==> config.mk <==
export PLATFORM = sky130hd
export DESIGN_NAME = midi_running_status_parser_core
export DESIGN_NICKNAME = d
export VERILOG_FILES = /design/src/hw/rtl/mrsp_pkg.sv /design/src/hw/rtl/mrsp_front.sv /design/src/hw/rtl/mrsp_queue.sv /design/src/hw/rtl/mrsp_back.sv /design/src/hw/rtl/midi_running_status_parser_core.sv
export SDC_FILE = /design/constraint.sdc
export NUM_CORES = 1
export LEC_CHECK = 0
export BUFFER_PORTS_ARGS = -buffer_cell sky130_fd_sc_hd__buf_2
export CAP_MARGIN = 25
export CORE_UTILIZATION = 40
export CTS_CLUSTER_SIZE = 8
export DETAILED_ROUTE_END_ITERATION = 6
export PLACE_DENSITY = 0.58
export SLEW_MARGIN = 5
export SYNTH_ARGS = -nofsm -noshare
export SYNTH_HDL_FRONTEND = slang
export SYNTH_HIERARCHICAL = 1
export SYNTH_SLANG_ARGS = --single-unit
==> constraint.sdc <==
create_clock -name i_clk -period 13.05 [get_ports i_clk]
set_input_delay 1.9575 -clock i_clk [delete_from_list [all_inputs] [get_ports i_clk]]
set_output_delay 1.9575 -clock i_clk [all_outputs]
set_load 0.005 [all_outputs]
==> src/hw/rtl/mrsp_pkg.sv <==
package mrsp_pkg;

    localparam int unsigned KIND_W  = 4;
    localparam int unsigned CHAN_W  = 4;
    localparam int unsigned KEY_W   = 7;
    localparam int unsigned VALUE_W = 15;
    localparam int unsigned LEN_W   = 6;

    localparam logic [7:0] BYTE_SYSEX_START = 8'hF0;
    localparam logic [7:0] BYTE_SYSEX_END   = 8'hF7;
    localparam logic [7:0] BYTE_SYS_RESET   = 8'hFF;

    localparam logic [3:0] HI_NOTE_OFF  = 4'h8;
    localparam logic [3:0] HI_NOTE_ON   = 4'h9;
    localparam logic [3:0] HI_KEY_PRESS = 4'hA;
    localparam logic [3:0] HI_CTRL      = 4'hB;
    localparam logic [3:0] HI_PROGRAM   = 4'hC;
    localparam logic [3:0] HI_CHAN_PRES = 4'hD;
    localparam logic [3:0] HI_BEND      = 4'hE;

    typedef enum logic [KIND_W-1:0] {
        EV_PROGRAM    = 4'd0,
        EV_CHAN_PRES  = 4'd1,
        EV_NOTE_OFF   = 4'd2,
        EV_NOTE_ON    = 4'd3,
        EV_KEY_PRESS  = 4'd4,
        EV_CTRL       = 4'd5,
        EV_BEND       = 4'd6,
        EV_RESET      = 4'd7,
        EV_SYSEX_BYTE = 4'd8,
        EV_SYSEX_END  = 4'd9
    } t_kind;

    typedef enum logic [1:0] {
        MODE_NORMAL = 2'd0,
        MODE_PARAM  = 2'd1,
        MODE_SYSEX  = 2'd2
    } t_mode;

    typedef enum logic [1:0] {
        BK_IDLE = 2'd0,
        BK_SEND = 2'd1,
        BK_END  = 2'd2
    } t_bstate;

    typedef struct packed {
        t_kind               kind;
        logic [CHAN_W-1:0]   chan;
        logic [KEY_W-1:0]    key;
        logic [VALUE_W-1:0]  value;
    } t_evt;

    localparam int unsigned EVT_W = $bits(t_evt);

endpackage

==> src/hw/rtl/mrsp_front.sv <==
module mrsp_front #(
    parameter int unsigned SYSEX_DEPTH = 64,
    parameter int unsigned AW          = 6
) (
    input  logic                 i_clk,
    input  logic                 i_rst_n,
    input  logic                 i_cfg_we,
    input  logic                 i_cfg_wdata,
    input  logic                 i_in_valid,
    output logic                 o_in_stall,
    input  logic [7:0]           i_in_byte,
    input  logic                 i_q_full,
    output logic                 o_q_push,
    output mrsp_pkg::t_evt       o_q_evt,
    output logic                 o_q_is_end,
    output logic [AW-1:0]        o_q_len,
    output logic                 o_mem_we,
    output logic [AW-1:0]        o_mem_addr,
    output logic [7:0]           o_mem_data,
    input  logic                 i_sx_done
);
    import mrsp_pkg::*;

    logic          r_enable;
    t_mode         r_mode, n_mode;
    logic [7:0]    r_status, n_status;
    logic [6:0]    r_first, n_first;
    logic [AW-1:0] r_count, n_count;
    logic          r_sx_busy, n_sx_busy;
    logic          accept;
    logic [3:0]    hi;
    logic          below_top;

    assign hi        = r_status[7:4];
    assign below_top = (r_count != AW'(SYSEX_DEPTH - 1));

    // Sysex bytes wait while the back end still replays the store.
    assign o_in_stall = i_q_full || ((r_mode == MODE_SYSEX) && r_sx_busy);
    assign accept     = i_in_valid && !o_in_stall && r_enable;

    always_comb begin
        n_mode      = r_mode;
        n_status    = r_status;
        n_first     = r_first;
        n_count     = r_count;
        n_sx_busy   = r_sx_busy;
        o_q_push    = 1'b0;
        o_q_evt     = '0;
        o_q_is_end  = 1'b0;
        o_q_len     = r_count;
        o_mem_we    = 1'b0;
        o_mem_addr  = r_count;
        o_mem_data  = i_in_byte;
        if (i_sx_done) begin
            n_sx_busy = 1'b0;
        end
        if (accept) begin
            unique case (r_mode)
                MODE_PARAM: begin
                    o_q_evt.chan  = r_status[3:0];
                    o_q_evt.key   = r_first;
                    o_q_evt.value = VALUE_W'(i_in_byte);
                    unique case (hi)
                        HI_NOTE_OFF: begin
                            o_q_push      = 1'b1;
                            o_q_evt.kind  = EV_NOTE_OFF;
                            o_q_evt.value = '0;
                        end
                        HI_NOTE_ON: begin
                            o_q_push     = 1'b1;
                            o_q_evt.kind = (i_in_byte == 8'd0) ? EV_NOTE_OFF : EV_NOTE_ON;
                        end
                        HI_KEY_PRESS: begin
                            o_q_push     = 1'b1;
                            o_q_evt.kind = EV_KEY_PRESS;
                        end
                        HI_CTRL: begin
                            o_q_push     = 1'b1;
                            o_q_evt.kind = EV_CTRL;
                        end
                        HI_BEND: begin
                            o_q_push      = 1'b1;
                            o_q_evt.kind  = EV_BEND;
                            o_q_evt.value = {i_in_byte, r_first};
                        end
                        default: begin
                        end
                    endcase
                    n_mode = MODE_NORMAL;
                end
                MODE_SYSEX: begin
                    if (i_in_byte == BYTE_SYSEX_END) begin
                        if (below_top) begin
                            o_q_push     = 1'b1;
                            o_q_is_end   = 1'b1;
                            o_q_evt.kind = EV_SYSEX_END;
                            n_sx_busy    = 1'b1;
                        end
                        n_mode = MODE_NORMAL;
                    end else begin
                        o_mem_we = 1'b1;
                        if (below_top) begin
                            n_count = AW'(r_count + 1'b1);
                        end
                    end
                end
                default: begin
                    // Normal mode; the unused mode code behaves the same way.
                    o_q_evt.chan  = r_status[3:0];
                    o_q_evt.value = VALUE_W'(i_in_byte);
                    if (!i_in_byte[7]) begin
                        if (hi == HI_PROGRAM) begin
                            o_q_push     = 1'b1;
                            o_q_evt.kind = EV_PROGRAM;
                        end else if (hi == HI_CHAN_PRES) begin
                            o_q_push     = 1'b1;
                            o_q_evt.kind = EV_CHAN_PRES;
                        end else if (r_status[7]) begin
                            n_first = i_in_byte[6:0];
                            n_mode  = MODE_PARAM;
                        end
                    end else if (i_in_byte < BYTE_SYSEX_START) begin
                        n_status = i_in_byte;
                    end else if (i_in_byte == BYTE_SYSEX_START) begin
                        n_count = '0;
                        n_mode  = MODE_SYSEX;
                    end else if (i_in_byte == BYTE_SYS_RESET) begin
                        o_q_push      = 1'b1;
                        o_q_evt       = '0;
                        o_q_evt.kind  = EV_RESET;
                        n_status      = '0;
                    end
                end
            endcase
        end
    end

    always_ff @(posedge i_clk) begin
        if (!i_rst_n) begin
            r_enable  <= 1'b1;
            r_mode    <= MODE_NORMAL;
            r_status  <= '0;
            r_first   <= '0;
            r_count   <= '0;
            r_sx_busy <= 1'b0;
        end else begin
            if (i_cfg_we) begin
                r_enable <= i_cfg_wdata;
            end
            r_mode    <= n_mode;
            r_status  <= n_status;
            r_first   <= n_first;
            r_count   <= n_count;
            r_sx_busy <= n_sx_busy;
        end
    end

endmodule

==> src/hw/rtl/mrsp_queue.sv <==
module mrsp_queue #(
    parameter int unsigned W = 32
) (
    input  logic         i_clk,
    input  logic         i_rst_n,
    input  logic         i_push,
    input  logic [W-1:0] i_data,
    output logic         o_full,
    output logic         o_valid,
    output logic [W-1:0] o_data,
    input  logic         i_pop
);
    import mrsp_pkg::*;

    logic [W-1:0] r_slot [2];
    logic         r_wr, r_rd;
    logic [1:0]   r_fill;

    assign o_full  = (r_fill == 2'd2);
    assign o_valid = (r_fill != 2'd0);
    assign o_data  = r_slot[r_rd];

    always_ff @(posedge i_clk) begin
        if (i_push) begin
            r_slot[r_wr] <= i_data;
        end
    end

    always_ff @(posedge i_clk) begin
        if (!i_rst_n) begin
            r_wr   <= 1'b0;
            r_rd   <= 1'b0;
            r_fill <= 2'd0;
        end else begin
            if (i_push) begin
                r_wr <= ~r_wr;
            end
            if (i_pop) begin
                r_rd <= ~r_rd;
            end
            r_fill <= 2'(r_fill + {1'b0, i_push} - {1'b0, i_pop});
        end
    end

endmodule

==> src/hw/rtl/mrsp_back.sv <==
module mrsp_back #(
    parameter int unsigned SYSEX_DEPTH = 64,
    parameter int unsigned AW          = 6
) (
    input  logic                          i_clk,
    input  logic                          i_rst_n,
    input  logic                          i_q_valid,
    input  mrsp_pkg::t_evt                i_q_evt,
    input  logic                          i_q_is_end,
    input  logic [AW-1:0]                 i_q_len,
    output logic                          o_q_pop,
    input  logic                          i_mem_we,
    input  logic [AW-1:0]                 i_mem_addr,
    input  logic [7:0]                    i_mem_data,
    output logic                          o_sx_done,
    output logic                          o_out_valid,
    input  logic                          i_out_stall,
    output mrsp_pkg::t_evt                o_evt,
    output logic [AW-1:0]                 o_len,
    output logic                          o_last
);
    import mrsp_pkg::*;

    logic [7:0]    r_mem [SYSEX_DEPTH];
    logic [7:0]    r_rdata;
    t_bstate       r_state, n_state;
    logic [AW-1:0] r_idx, n_idx;
    logic [AW-1:0] r_cnt, n_cnt;
    logic          r_out_valid;
    t_evt          r_evt, n_evt;
    logic [AW-1:0] r_len, n_len;
    logic          r_last, n_last;
    logic          can_load, load;
    logic          rd_en;
    logic [AW-1:0] rd_addr;

    assign can_load    = !r_out_valid || !i_out_stall;
    assign o_out_valid = r_out_valid;
    assign o_evt       = r_evt;
    assign o_len       = r_len;
    assign o_last      = r_last;

    always_ff @(posedge i_clk) begin
        if (i_mem_we) begin
            r_mem[i_mem_addr] <= i_mem_data;
        end
        if (rd_en) begin
            r_rdata <= r_mem[rd_addr];
        end
    end

    always_comb begin
        n_state   = r_state;
        n_idx     = r_idx;
        n_cnt     = r_cnt;
        n_evt     = r_evt;
        n_len     = r_len;
        n_last    = r_last;
        load      = 1'b0;
        o_q_pop   = 1'b0;
        o_sx_done = 1'b0;
        rd_en     = 1'b0;
        rd_addr   = AW'(r_idx + 1'b1);
        unique case (r_state)
            BK_IDLE: begin
                if (i_q_valid && can_load) begin
                    o_q_pop = 1'b1;
                    if (!i_q_is_end) begin
                        load   = 1'b1;
                        n_evt  = i_q_evt;
                        n_len  = '0;
                        n_last = 1'b1;
                    end else if (i_q_len == '0) begin
                        load      = 1'b1;
                        n_evt     = '0;
                        n_evt.kind = EV_SYSEX_END;
                        n_len     = '0;
                        n_last    = 1'b1;
                        o_sx_done = 1'b1;
                    end else begin
                        rd_en   = 1'b1;
                        rd_addr = '0;
                        n_idx   = '0;
                        n_cnt   = i_q_len;
                        n_state = BK_SEND;
                    end
                end
            end
            BK_SEND: begin
                if (can_load) begin
                    load        = 1'b1;
                    n_evt       = '0;
                    n_evt.kind  = EV_SYSEX_BYTE;
                    n_evt.value = VALUE_W'(r_rdata);
                    n_len       = '0;
                    n_last      = 1'b0;
                    if (r_idx == AW'(r_cnt - 1'b1)) begin
                        n_state = BK_END;
                    end else begin
                        rd_en = 1'b1;
                        n_idx = AW'(r_idx + 1'b1);
                    end
                end
            end
            BK_END: begin
                if (can_load) begin
                    load       = 1'b1;
                    n_evt      = '0;
                    n_evt.kind = EV_SYSEX_END;
                    n_len      = r_cnt;
                    n_last     = 1'b1;
                    o_sx_done  = 1'b1;
                    n_state    = BK_IDLE;
                end
            end
            default: begin
                n_state = BK_IDLE;
            end
        endcase
    end

    always_ff @(posedge i_clk) begin
        if (!i_rst_n) begin
            r_state     <= BK_IDLE;
            r_out_valid <= 1'b0;
        end else begin
            r_state     <= n_state;
            r_out_valid <= load || (r_out_valid && i_out_stall);
        end
    end

    always_ff @(posedge i_clk) begin
        r_idx <= n_idx;
        r_cnt <= n_cnt;
        if (load) begin
            r_evt  <= n_evt;
            r_len  <= n_len;
            r_last <= n_last;
        end
    end

endmodule

==> src/hw/rtl/midi_running_status_parser_core.sv <==
// MIDI byte parser with running status.
//
// Input channel: one received MIDI byte per request on i_in_byte, taken at a
// rising edge where i_in_valid is high and o_in_stall is low. Output channel:
// one decoded event per request, taken where o_out_valid is high and
// i_out_stall is low. A byte may cause zero, one or many events; the final
// event caused by a byte carries o_last_of_run.
// Throughput is one byte per cycle while o_in_stall is low. An ordinary
// event passes through the command queue and then the output register
// before it is presented on the output. A sysex end byte replays the store
// one byte per cycle from the sysex memory read port while the receiver
// does not stall, so a block of N stored bytes yields N+1 events; sysex
// bytes that arrive meanwhile are held off by o_in_stall until the replay finishes.
// The front end parses and feeds a two-entry command queue; the back end
// owns the output register, so each side stalls on its own. When the
// receiver stalls, the output holds and the queue fills, then o_in_stall
// rises. Reset empties the queue and output, sets enable, and returns the
// parser to normal mode with no running status. i_cfg_we writes enable.
module midi_running_status_parser_core #(
    parameter int unsigned SYSEX_DEPTH = 64
) (
    input  logic                         i_clk,
    input  logic                         i_rst_n,
    input  logic                         i_cfg_we,
    input  logic                         i_cfg_wdata,
    input  logic                         i_in_valid,
    output logic                         o_in_stall,
    input  logic [7:0]                   i_in_byte,
    output logic                         o_out_valid,
    input  logic                         i_out_stall,
    output logic [mrsp_pkg::KIND_W-1:0]  o_event_kind,
    output logic [mrsp_pkg::CHAN_W-1:0]  o_channel,
    output logic [mrsp_pkg::KEY_W-1:0]   o_key_or_number,
    output logic [mrsp_pkg::VALUE_W-1:0] o_event_value,
    output logic [mrsp_pkg::LEN_W-1:0]   o_sysex_length,
    output logic                         o_last_of_run
);
    import mrsp_pkg::*;

    localparam int unsigned AW = $clog2(SYSEX_DEPTH);
    localparam int unsigned QW = EVT_W + 1 + AW;

    logic          q_push, q_full, q_valid, q_pop;
    t_evt          push_evt, head_evt, out_evt;
    logic          push_is_end, head_is_end;
    logic [AW-1:0] push_len, head_len, out_len;
    logic [QW-1:0] q_in, q_out;
    logic          mem_we;
    logic [AW-1:0] mem_addr;
    logic [7:0]    mem_data;
    logic          sx_done;

    mrsp_front #(
        .SYSEX_DEPTH (SYSEX_DEPTH),
        .AW          (AW)
    ) u_front (
        .i_clk       (i_clk),
        .i_rst_n     (i_rst_n),
        .i_cfg_we    (i_cfg_we),
        .i_cfg_wdata (i_cfg_wdata),
        .i_in_valid  (i_in_valid),
        .o_in_stall  (o_in_stall),
        .i_in_byte   (i_in_byte),
        .i_q_full    (q_full),
        .o_q_push    (q_push),
        .o_q_evt     (push_evt),
        .o_q_is_end  (push_is_end),
        .o_q_len     (push_len),
        .o_mem_we    (mem_we),
        .o_mem_addr  (mem_addr),
        .o_mem_data  (mem_data),
        .i_sx_done   (sx_done)
    );

    assign q_in = {push_evt, push_is_end, push_len};

    mrsp_queue #(
        .W (QW)
    ) u_queue (
        .i_clk   (i_clk),
        .i_rst_n (i_rst_n),
        .i_push  (q_push),
        .i_data  (q_in),
        .o_full  (q_full),
        .o_valid (q_valid),
        .o_data  (q_out),
        .i_pop   (q_pop)
    );

    assign head_evt    = t_evt'(q_out[QW-1 -: EVT_W]);
    assign head_is_end = q_out[AW];
    assign head_len    = q_out[AW-1:0];

    mrsp_back #(
        .SYSEX_DEPTH (SYSEX_DEPTH),
        .AW          (AW)
    ) u_back (
        .i_clk       (i_clk),
        .i_rst_n     (i_rst_n),
        .i_q_valid   (q_valid),
        .i_q_evt     (head_evt),
        .i_q_is_end  (head_is_end),
        .i_q_len     (head_len),
        .o_q_pop     (q_pop),
        .i_mem_we    (mem_we),
        .i_mem_addr  (mem_addr),
        .i_mem_data  (mem_data),
        .o_sx_done   (sx_done),
        .o_out_valid (o_out_valid),
        .i_out_stall (i_out_stall),
        .o_evt       (out_evt),
        .o_len       (out_len),
        .o_last      (o_last_of_run)
    );

    assign o_event_kind    = out_evt.kind;
    assign o_channel       = out_evt.chan;
    assign o_key_or_number = out_evt.key;
    assign o_event_value   = out_evt.value;
    // The reported length is the low bits of the replay count.
    assign o_sysex_length  = LEN_W'(out_len);

endmodule

Word-level counts from Yosys, hierarchy flattened

Memory sizes are Yosys's and may differ from the RTL's. A register that Yosys moved wholly into a read port is not among the register bits.
Cells that the tools add are included.

Word-level logic and storage cells: 211
Input port bits: 14
Output and inout bits: 39
Memories kept: 2
Register bits: 81
Memory bits (writable): 586

Equal/unequal tests: 34
$lt $le $gt $ge: 1
Add/subtract/negate cells: 5
Reduce and logical (&&, ||, !) cells: 32
Multiplexer cells: 110
Bitwise logic cells: 8

Memory list:

| name           | depth | bits a word | rd ports | clocked after Yosys merged registers in | wr ports | line             | text |
|---|---|---|---|---|---|---|---|
| u_back.r_mem   | 64    | 8           | 1        | 1                                       | 1        | mrsp_back.sv:24  | `logic [7:0] r_mem [SYSEX_DEPTH];` |
| u_queue.r_slot | 2     | 37          | 1        | 1                                       | 1        | mrsp_queue.sv:15 | `logic [W-1:0] r_slot [2];` |

Operators with widths:

| cell                                                  | number |
|---|---|
| 2-to-1 mux 30 bit                                     | 8 |
| 2-to-1 mux 6 bit                                      | 19 |
| one-hot mux 30 bit (3 select lines)                   | 1 |
| one-hot mux 26 bit (2 select lines)                   | 1 |
| 2-to-1 mux 1 bit                                      | 46 |
| one-hot mux 15 bit (2 select lines)                   | 1 |
| 2-to-1 mux 29 bit                                     | 1 |
| == test 4 bit, second input constant                  | 7 |
| 2-to-1 mux 2 bit                                      | 13 |
| 2-to-1 mux 26 bit                                     | 1 |
| == test 8 bit, second input constant                  | 3 |
| 2-to-1 mux 8 bit                                      | 3 |
| one-hot mux 6 bit (2 select lines)                    | 2 |
| AND reduction 6 bit                                   | 4 |
| one-hot mux 4 bit (5 select lines)                    | 1 |
| one-hot mux 6 bit (3 select lines)                    | 1 |
| 2-to-1 mux 4 bit                                      | 4 |
| inequality test 2 x 1 -> 1 bit, second input constant | 7 |
| AND reduction 7 bit                                   | 2 |
| adder 6 x 1 -> 6 bit, second input constant           | 2 |
| inequality test 4 x 3 -> 1 bit, second input constant | 3 |
| inequality test 2 bit, second input constant          | 5 |
| nonzero test 2 bit                                    | 5 |
| zero test 8 bit                                       | 1 |
| other kinds (27)                                      | 49 |

Longest topological paths before layout

Gate-level depths: netlist of run 1.

Word-level depth: 10
Depth in mapped cells: 14
Mapped depth without buffers: 10

Modules after synthesis

The synthesis of run 1 kept the hierarchy.

By module, submodules not included:

| module     | instances | seq. area each (µm²) | area each (µm²) | cells each |
|---|---|---|---|---|
| mrsp_back  | 1         | 17146.4              | 23406.2         | 1538 |
| mrsp_queue | 1         | 2322.2               | 3050.4          | 136 |
| mrsp_front | 1         | 500.5                | 1874.3          | 242 |

Worst setup path after synthesis of run 1

OpenSTA, ideal clock, no wires.

Kind: input -> register
Start: in i_in_byte[2]
End: mem u_queue/r_slot[0][0] in the netlist's numbering, enable pin
Required time: 12.613 ns
Data arrival time: 4.892 ns
Path buffers: 1
Setup time: 0.437 ns
Setup slack: 7.721 ns
Stages on the path: 5
Path through: clkbuf_1 -> nand4b_1 -> or3_1 -> a221oi_1 -> nor2b_1

Cells in the longest elaborated chain, start to end: 9
Elaborated cells on any way between the ends: 13
Those cells by class: order compare: 1; eq/ne: 3; mux: 9

Ends and longest elaborated chain:

| element                                                                    | line                                  | text |
|---|---|---|
| start: declaration                                                         | midi_running_status_parser_core.sv:28 | `input logic [7:0] i_in_byte,` |
| parallel branches: the longest is 5 deep, another holds < comparator 8 bit | -                                     |  |
| one-hot mux 1 bit (2 select lines) *                                       | mrsp_front.sv:58                      | `unique case (r_mode)` |
| 2-to-1 mux 1 bit *                                                         | mrsp_front.sv:57                      | `if (accept) begin` |
| net q_push                                                                 | midi_running_status_parser_core.sv:43 | `logic q_push, q_full, q_valid, q_pop;` |
| 2-to-1 mux 1 bit *                                                         | mrsp_queue.sv:24                      | `if (i_push) begin` |
| 2-to-1 mux 1 bit (implied by the code) *                                   | mrsp_queue.sv:25                      | `r_slot[r_wr] <= i_data;` |
| end: declaration                                                           | mrsp_queue.sv:15                      |  |

Mark *: on every way through the listed nets, which the timed path passes.

Worst setup path in the final report of run 1

Start: in i_out_stall
End: reg u_back.r_rdata[4], read port of u_back.r_mem (data pin)

Cells in the longest elaborated chain, start to end: 5
Elaborated cells on any way between the ends: 8
Those cells by class: mux: 5; reduce/logical: 3

Ends and longest elaborated chain:

| element                                                                       | line                                  | text |
|---|---|---|
| start: declaration                                                            | midi_running_status_parser_core.sv:30 | `input logic i_out_stall,` |
| zero test 1 bit *                                                             | mrsp_back.sv:37                       | `assign can_load = !r_out_valid \|\| !i_out_stall;` |
| logical OR 1 bit *                                                            | mrsp_back.sv:37                       |  |
| logical AND 1 bit                                                             | mrsp_back.sv:66                       | `if (i_q_valid && can_load) begin` |
| 2-to-1 mux 1 bit / 2-to-1 mux 6 bit (equally long branches)                   | mrsp_back.sv:66                       |  |
| one-hot mux 1 bit (2 select lines) / 2-to-1 mux 6 bit (equally long branches) | mrsp_back.sv:64                       | `unique case (r_state)` |
| end: declaration                                                              | mrsp_back.sv:25                       | `logic [7:0] r_rdata;` |

Mark *: on every way between the ends. The rest lies on a longest branch, timed or not.
A chain may end at the register's enable or synchronous reset.

==> results.py, run 1 <==
metrics = {
    "cells_and_area": {
        "multiInputGateArea_um2": 7616,
        "nets": 1998,
        "register_area_um2": 19970,
        "drive_above_1_share_pct": 15.65,
        "fillCellCount": 6133,
        "final_area_um2": 32010,
        "areaGrowthSynthToFinish_pct": 12.98,
        "diodes": 0,
    },
    "power_and_ir_drop": {
        "peakVddDrop_v": 0.0001307,
        "leakagePower_nw": 10.47,
        "total_power_mw": 6.651,
        "powerDensity_nw_per_um2": 207.8,
    },
    "synthesis": {
        "netlist_area_um2": 28330,
        "syn_area_per_cell_um2": 14.79,
        "async_flop_share_pct": 0,
        "ys_ff_latch": 676,
        "ys_types": 83,
        "synth_edf_count": 643,
        "yosysSeqAreaShare_pct": 70.49,
        "synth_nets": 1941,
        "ys.flop_type": "edfxtp_1",
        "netlist_instances": 1916,
        "ys.warnings.count": 6,
    },
    "worst_hold_path": {
        "hp-start": "u_front/r_enable$_SDFFE_PN1P_",
        "min_path_type": "register to register",
    },
    "clocking": {
        "clk_pin_slew_worst_paths_ps": 50,
        "clock_latency_ps": 640,
        "clock-root-buffer": "clkbuf_16",
        "cts_tree": "done",
        "post_cts_buffers": 0,
        "postCtsHoldBufs": 0,
        "cts_max_level": 3,
        "cts_resized": 0,
        "cts_buffer_depth": 3,
        "numClockSinks": 676,
        "numCtsBuffers": 94,
    },
    "global_routing": {
        "grt_use_total_pct": 21.87,
        "first_global_vias": 17054,
        "grt_pass1_wl_um": 114600,
        "antenna_found_initial": 1,
        "grt_overflow_total": 0,
        "grt_max_degree": 103,
    },
    "timing": {
        "timing.slew.headroom_pct": 24.01,
        "finalSetupViolations": 0,
        "worst_slew_pin_slew_ps": 1135,
        "fin_crit_ps": 5083,
        "finalMaxSlewViolations": 0,
        "fin_skew_ps": 27.38,
        "max_freq_mhz": 196.7,
        "final.setup.tns_ps": 0,
        "setup_ws_ps": 7967,
        "period_share_pct": 38.95,
        "hold_violations": 0,
        "rsz0062_at_grt": "false",
    },
    "place": {
        "gp_congestion": 0.9110,
        "place_hpwl_um": 47690,
        "dpl_cell_area_um2": 29420,
        "pre_cts_slack_ps": 7196,
        "io_buffer_count": 52,
    },
    "setup_path": {
        "startpoint": "i_out_stall",
        "end_kind": "register",
        "path_class": "input pin to register",
        "crit_arrival_ps": 5450,
        "required_ps": 13420,
        "start_kind": "input pin",
        "critPathMaxFanout": 51,
    },
    "floorplan": {
        "core_area_um2": 70030,
        "io_pins": 53,
        "die_w_um": 268.1,
        "die_area_um2": 71900,
        "std_cell_rows": 97,
        "start_util_pct": 40.46,
        "die_h_um": 268.1,
    },
    "drt": {
        "drc": 0,
        "wl_um": 77860,
        "via_per_inst": 5.908,
        "drt_iter0_markers": 1866,
        "drt_pass1_iterations": 5,
        "post_drt_wl_per_cell_um": 26.42,
        "vias": 17410,
        "final_antenna_net_count": 0,
    },
    "flow_run": {
        "drv_cap": 0,
    },
    "status": {
        "status": "complete, no violations",
    },
}
[final timing paths]
| kind | endpoint | slack [ps] | cells after the start |
|---|---|---|---|
| setup / recovery | u_back/r_rdata[4]$_DFFE_PP_ | 7970 | 9 |
| hold / removal | u_front/r_enable$_SDFFE_PN1P_ | 480 | 2 |
| setup reg to reg | u_back/r_rdata[6]$_DFFE_PP_ | 8130 | 11 |
| hold reg to reg | u_front/r_enable$_SDFFE_PN1P_ | 480 | 2 |
[synthesized netlist by cell type (6+ instances only)]
cell type / number / share of area [%]
nor2b_1: 15 / 0.33
mux2_4: 30 / 1.6
a211oi_1: 13 / 0.34
edfxtp_1: 643 / 68
clkbuf_1: 55 / 0.73
mux4_2: 8 / 0.64
and2_1: 49 / 1.1
o221ai_1: 33 / 1.0
a22o_1: 19 / 0.59
a311oi_1: 6 / 0.19
nor2_1: 137 / 1.8
o2111ai_1: 7 / 0.22
a31oi_1: 22 / 0.49
a221oi_1: 12 / 0.37
o21ai_0: 69 / 1.2
nand2_1: 112 / 1.5
buf_2: 41 / 0.72
nand4_1: 7 / 0.15
and3_1: 9 / 0.20
nor3_1: 26 / 0.46
mux2_2: 54 / 2.1
dfxtp_1: 33 / 2.3
buf_1: 9 / 0.12
or3_1: 10 / 0.22
o22ai_1: 43 / 0.95
inv_1: 28 / 0.37
o2bb2ai_1: 8 / 0.25
nand3_1: 34 / 0.60
nand3b_1: 7 / 0.19
a21oi_1: 87 / 1.5
buf_4: 18 / 0.48
a2111oi_0: 6 / 0.19
ha_1: 11 / 0.49
o211ai_1: 20 / 0.53
mux2i_1: 104 / 3.7
xnor2_1: 10 / 0.31
nand2b_1: 9 / 0.20
[cell families (layout without fill, tap and decap cells)]
logic type	after synthesis	count (layout)	synth area share, %
flip-flops	676	676	70.49
buffers and inverters	160	251	2.782
AO/OA/AOI/OAI	401	401	9.615
adder cells (fa/ha/maj)	11	11	0.4858
multiplexers	196	196	8.047
AND/OR/NAND/NOR	454	454	7.927
XOR/XNOR	18	18	0.6580
[layer usage]
| metal | vias to the layer above | global-route usage, % | share of wire (%) |
|---|---|---|---|
| met5 | - | 0 | 0.0090 |
| met4 | 2 | 8.541 | 3.5 |
| met3 | 157 | 4.133 | 8.2 |
| met2 | 802 | 35.12 | 47 |
| met1 | 8904 | 29.35 | 41 |
| li1 | 7545 | - | - |
[cells in the final DEF (no fill, tap or decap), types with 25 or more instances in the layout]
master and instances:
o221ai_1 33, edfxtp_1 643, dfxtp_1 32, nor2_1 137
a21oi_1 87, nand2_1 112, clkbuf_1 29, o22ai_1 43
and2_1 49, mux2i_1 104, nand3_1 34, buf_4 32
mux2_2 54, clkbuf_16 96, nor3_1 25, o21ai_0 69
inv_1 28, buf_2 55, mux2_4 30
[flip-flops by register name, indices dropped and copies added, names as in the netlist, named ones only]
| signal | flops |
|---|---|
| u_back/o_len | 6 |
| u_front/o_mem_addr | 6 |
| u_queue/r_rd | 1 |
| u_front/r_first | 7 |
| u_front/r_status | 8 |
| u_queue/r_slot | 74 |
| u_queue/r_fill | 2 |
| u_back/r_cnt | 6 |
| u_front/r_enable | 1 |
| u_queue/r_wr | 1 |
| u_back/o_last | 1 |
| u_back/o_out_valid | 1 |
| u_back/r_rdata | 8 |
| u_back/r_state | 2 |
| u_front/r_sx_busy | 1 |
| u_front/r_mode | 2 |
| u_back/r_mem | 512 |
| u_back/r_idx | 6 |
| u_back/o_evt | 30 |
[worst max-delay path, cell delays in order]
cell      delay [ps]
buf_2            110
and2_1           220
a211o_4          540
inv_4            630
nor2_1           270
nor2_1           730
o221ai_1         440
o22ai_1          400
nor4b_1          100
[per-stage QoR]
stage	util (%)	hold slack, ps	cells
3_5_place_dp	42.01	468.4	2812
6_report	45.71	476.1	2947
4_1_cts	45.66	482.2	2942
5_1_grt	45.71	498.3	2947
3_3_place_gp	41.96	458.9	2809
2_1_floorplan	-	441.4	1916
[cell type report]
type / instances / share of cell area [%]
Inverter: 30 / 0.3596
Clock buffer: 125 / 7.845
Multi-Input combinational cell: 1080 / 23.79
Tap cell: 940 / 3.674
Timing Repair Buffer: 91 / 1.794
Sequential cell: 676 / 62.39
Clock inverter: 5 / 0.1446
[power by group]
group / leakage (nW) / switching (mW) / internal [mW]
Clock: 1.24 / 0.852 / 1.31
Sequential: 6.07 / 0.0642 / 2.52
Combinational: 3.15 / 1.30 / 0.606
Total: 10.5 / 2.21 / 4.44
Note: power is estimated with default switching activity, not from simulation.
==> run 2: changes to the inputs <==
==> constraint.sdc (replaced) <==
create_clock -name i_clk -period 4.84 [get_ports i_clk]
set_input_delay 0.726 -clock i_clk [delete_from_list [all_inputs] [get_ports i_clk]]
set_output_delay 0.726 -clock i_clk [all_outputs]
set_load 0.005 [all_outputs]
==> results.py, run 2 (synthesized netlist as in run 1, its figures left out) <==
metrics = {
    "status": {
        "status": "complete, no violations",
    },
    "cells_and_area": {
        "final_area_um2": 32320,
        "layout_common_cells": "643 x edfxtp_1, 137 x nor2_1, 112 x nand2_1",
        "diodes": 0,
        "layout_commonest_cell": "edfxtp_1",
        "areaGrowthSynthToFinish_pct": 14.10,
        "regMostFlops": "u_back/r_mem",
        "fillCellCount": 6123,
        "largest_reg_flops": 512,
        "drive_above_1_share_pct": 16.84,
        "nets": 2027,
    },
    "setup_path": {
        "crit_arrival_ps": 4650,
        "crit_path_cell_trace": "mux2_2 -> nor4_4 -> a211o_4 -> inv_4 -> nor2_4 -> buf_4 -> nand2_1 -> a31oi_1 -> o22ai_1 -> nor4_1",
        "critPathSlowestCell": "nor2_4",
        "required_ps": 5200,
        "start_kind": "register",
        "cpPeakStageDelay_ps": 560,
        "path_class": "register to register",
        "cp_top_family": "simple AND/OR/NAND/NOR gates",
        "cp.buffers_inverters": 2,
        "critPathMaxFanout": 36,
        "end_kind": "register",
    },
    "timing": {
        "finalMaxSlewViolations": 0,
        "rsz0062_at_grt": "false",
        "hold_violations": 0,
        "finalSetupViolations": 0,
        "final.setup.tns_ps": 0,
        "max_freq_mhz": 233.0,
        "timing.slew.headroom_pct": 23.36,
        "worst_slew_pin_slew_ps": 1141,
        "fin_crit_ps": 4293,
        "fin_skew_ps": 46.92,
        "period_share_pct": 88.69,
    },
    "clocking": {
        "clock_latency_ps": 650,
        "clk_pin_slew_worst_paths_ps": 50,
        "post_cts_buffers": 0,
        "cts_max_level": 3,
        "cts_buffer_depth": 3,
        "cts_resized": 0,
        "numClockSinks": 676,
        "clock-root-buffer": "clkbuf_16",
        "cts_tree": "done",
        "numCtsBuffers": 94,
        "postCtsHoldBufs": 0,
    },
    "floorplan": {
        "start_util_pct": 40.46,
        "io_pins": 53,
        "die_area_um2": 71900,
        "core_area_um2": 70030,
        "die_w_um": 268.1,
        "die_h_um": 268.1,
        "std_cell_rows": 97,
    },
    "place": {
        "dpl_cell_area_um2": 29680,
        "place_hpwl_um": 49750,
        "io_buffer_count": 52,
        "gp_congestion": 0.9171,
    },
    "global_routing": {
        "first_global_vias": 16878,
        "grt_max_degree": 73,
        "grt_pass1_wl_um": 114900,
        "grt_overflow_total": 0,
        "grt_use_total_pct": 21.93,
        "antenna_found_initial": 1,
    },
    "power_and_ir_drop": {
        "pwr-share-comb_pct": 28.4,
        "seq_power_share_pct": 38.7,
        "leakagePower_nw": 10.65,
        "p_sw_share_pct": 33.19,
        "peakVddDrop_v": 0.0003055,
        "clkPwrFrac_pct": 32.9,
        "p_sw_mw": 5.982,
        "internal_power_mw": 12.04,
        "powerDensity_nw_per_um2": 557.6,
    },
    "drt": {
        "vias": 17439,
        "final_antenna_net_count": 0,
        "drt_pass1_iterations": 6,
        "post_drt_wl_per_cell_um": 26.31,
        "drc": 0,
        "via_per_inst": 5.846,
        "drt_iter0_markers": 2124,
        "wl_um": 78480,
    },
    "worst_hold_path": {
        "min_path_type": "input pin to register",
    },
    "flow_run": {
        "drv_cap": 0,
    },
}
run 2: cell types whose count changed in the layout (fill, tap and decap cells not counted), sizes merged:
cell / before / now
inv: 32 / 30
buf: 90 / 120
clkinv: 3 / 7
clkbuf: 126 / 130
run 2: path summary, 6_finish.rpt:
kind                                 startpoint                             to  slack [ps]  cells past startpoint
setup reg to reg                       register    u_back/r_rdata[5]$_DFFE_PP_         550                     10
hold reg to reg   u_front/r_enable$_SDFFE_PN1P_  u_front/r_enable$_SDFFE_PN1P_         480                      2
hold / removal                      i_cfg_wdata  u_front/r_enable$_SDFFE_PN1P_         310                      3
setup / recovery                       register    u_back/r_rdata[5]$_DFFE_PP_         550                     10
run 2: layout make-up:
type,instances,area [µm²],area share [%]
Inverter,30,115.1,0.3561
Sequential cell,676,19970,61.78
Tap cell,940,1176,3.638
Clock buffer,130,2509,7.761
Clock inverter,7,136.4,0.4219
Timing Repair Buffer,120,808.3,2.500
Multi-Input combinational cell,1080,7610,23.54
run 2: through the flow:
| step | instances | utilization [%] | hold WS, ps | worst slack (ps) | power [mW] |
|---|---|---|---|---|---|
| 2_1_floorplan | 1916 | - | 441.4 | 362.9 | 10.25 |
| 3_3_place_gp | 2844 | 42.36 | 467.2 | 776.6 | 12.06 |
| 3_5_place_dp | 2846 | 42.38 | 471.6 | 712.5 | 12.08 |
| 4_1_cts | 2983 | 46.16 | 271.2 | 670.4 | 18.05 |
| 5_1_grt | 2983 | 46.16 | 319.4 | 416.9 | 18.65 |
| 6_report | 2983 | 46.16 | 309.7 | 547.4 | 18.02 |
run 2: routing by layer:
layer  global-route usage [%]  vias up  wire length [µm]
li1                         -     7601                 -
met1                    29.77     8836             32670
met2                    34.44      829             36370
met3                    4.435      171              6613
met4                    8.710        2              2743
met5                   0.8108        -                85
run 2: worst register-to-register path: stages, from the launching register on:
cell	delay, ps
dfxtp_2	420
mux2_2	390
nor4_4	320
a211o_4	420
inv_4	280
nor2_4	570
buf_4	410
nand2_1	120
a31oi_1	350
o22ai_1	240
nor4_1	500
run 2: power groups by stage:
stage | registers (mW) | clock network [mW] | logic [mW]
after floorplan | 6.99 | 0 | 3.26
after global placement | 7.08 | 0 | 4.98
after detailed placement | 7.08 | 0 | 5.00
after CTS | 6.97 | 6.05 | 5.02
after global routing | 7.00 | 6.28 | 5.37
final | 6.98 | 5.93 | 5.12
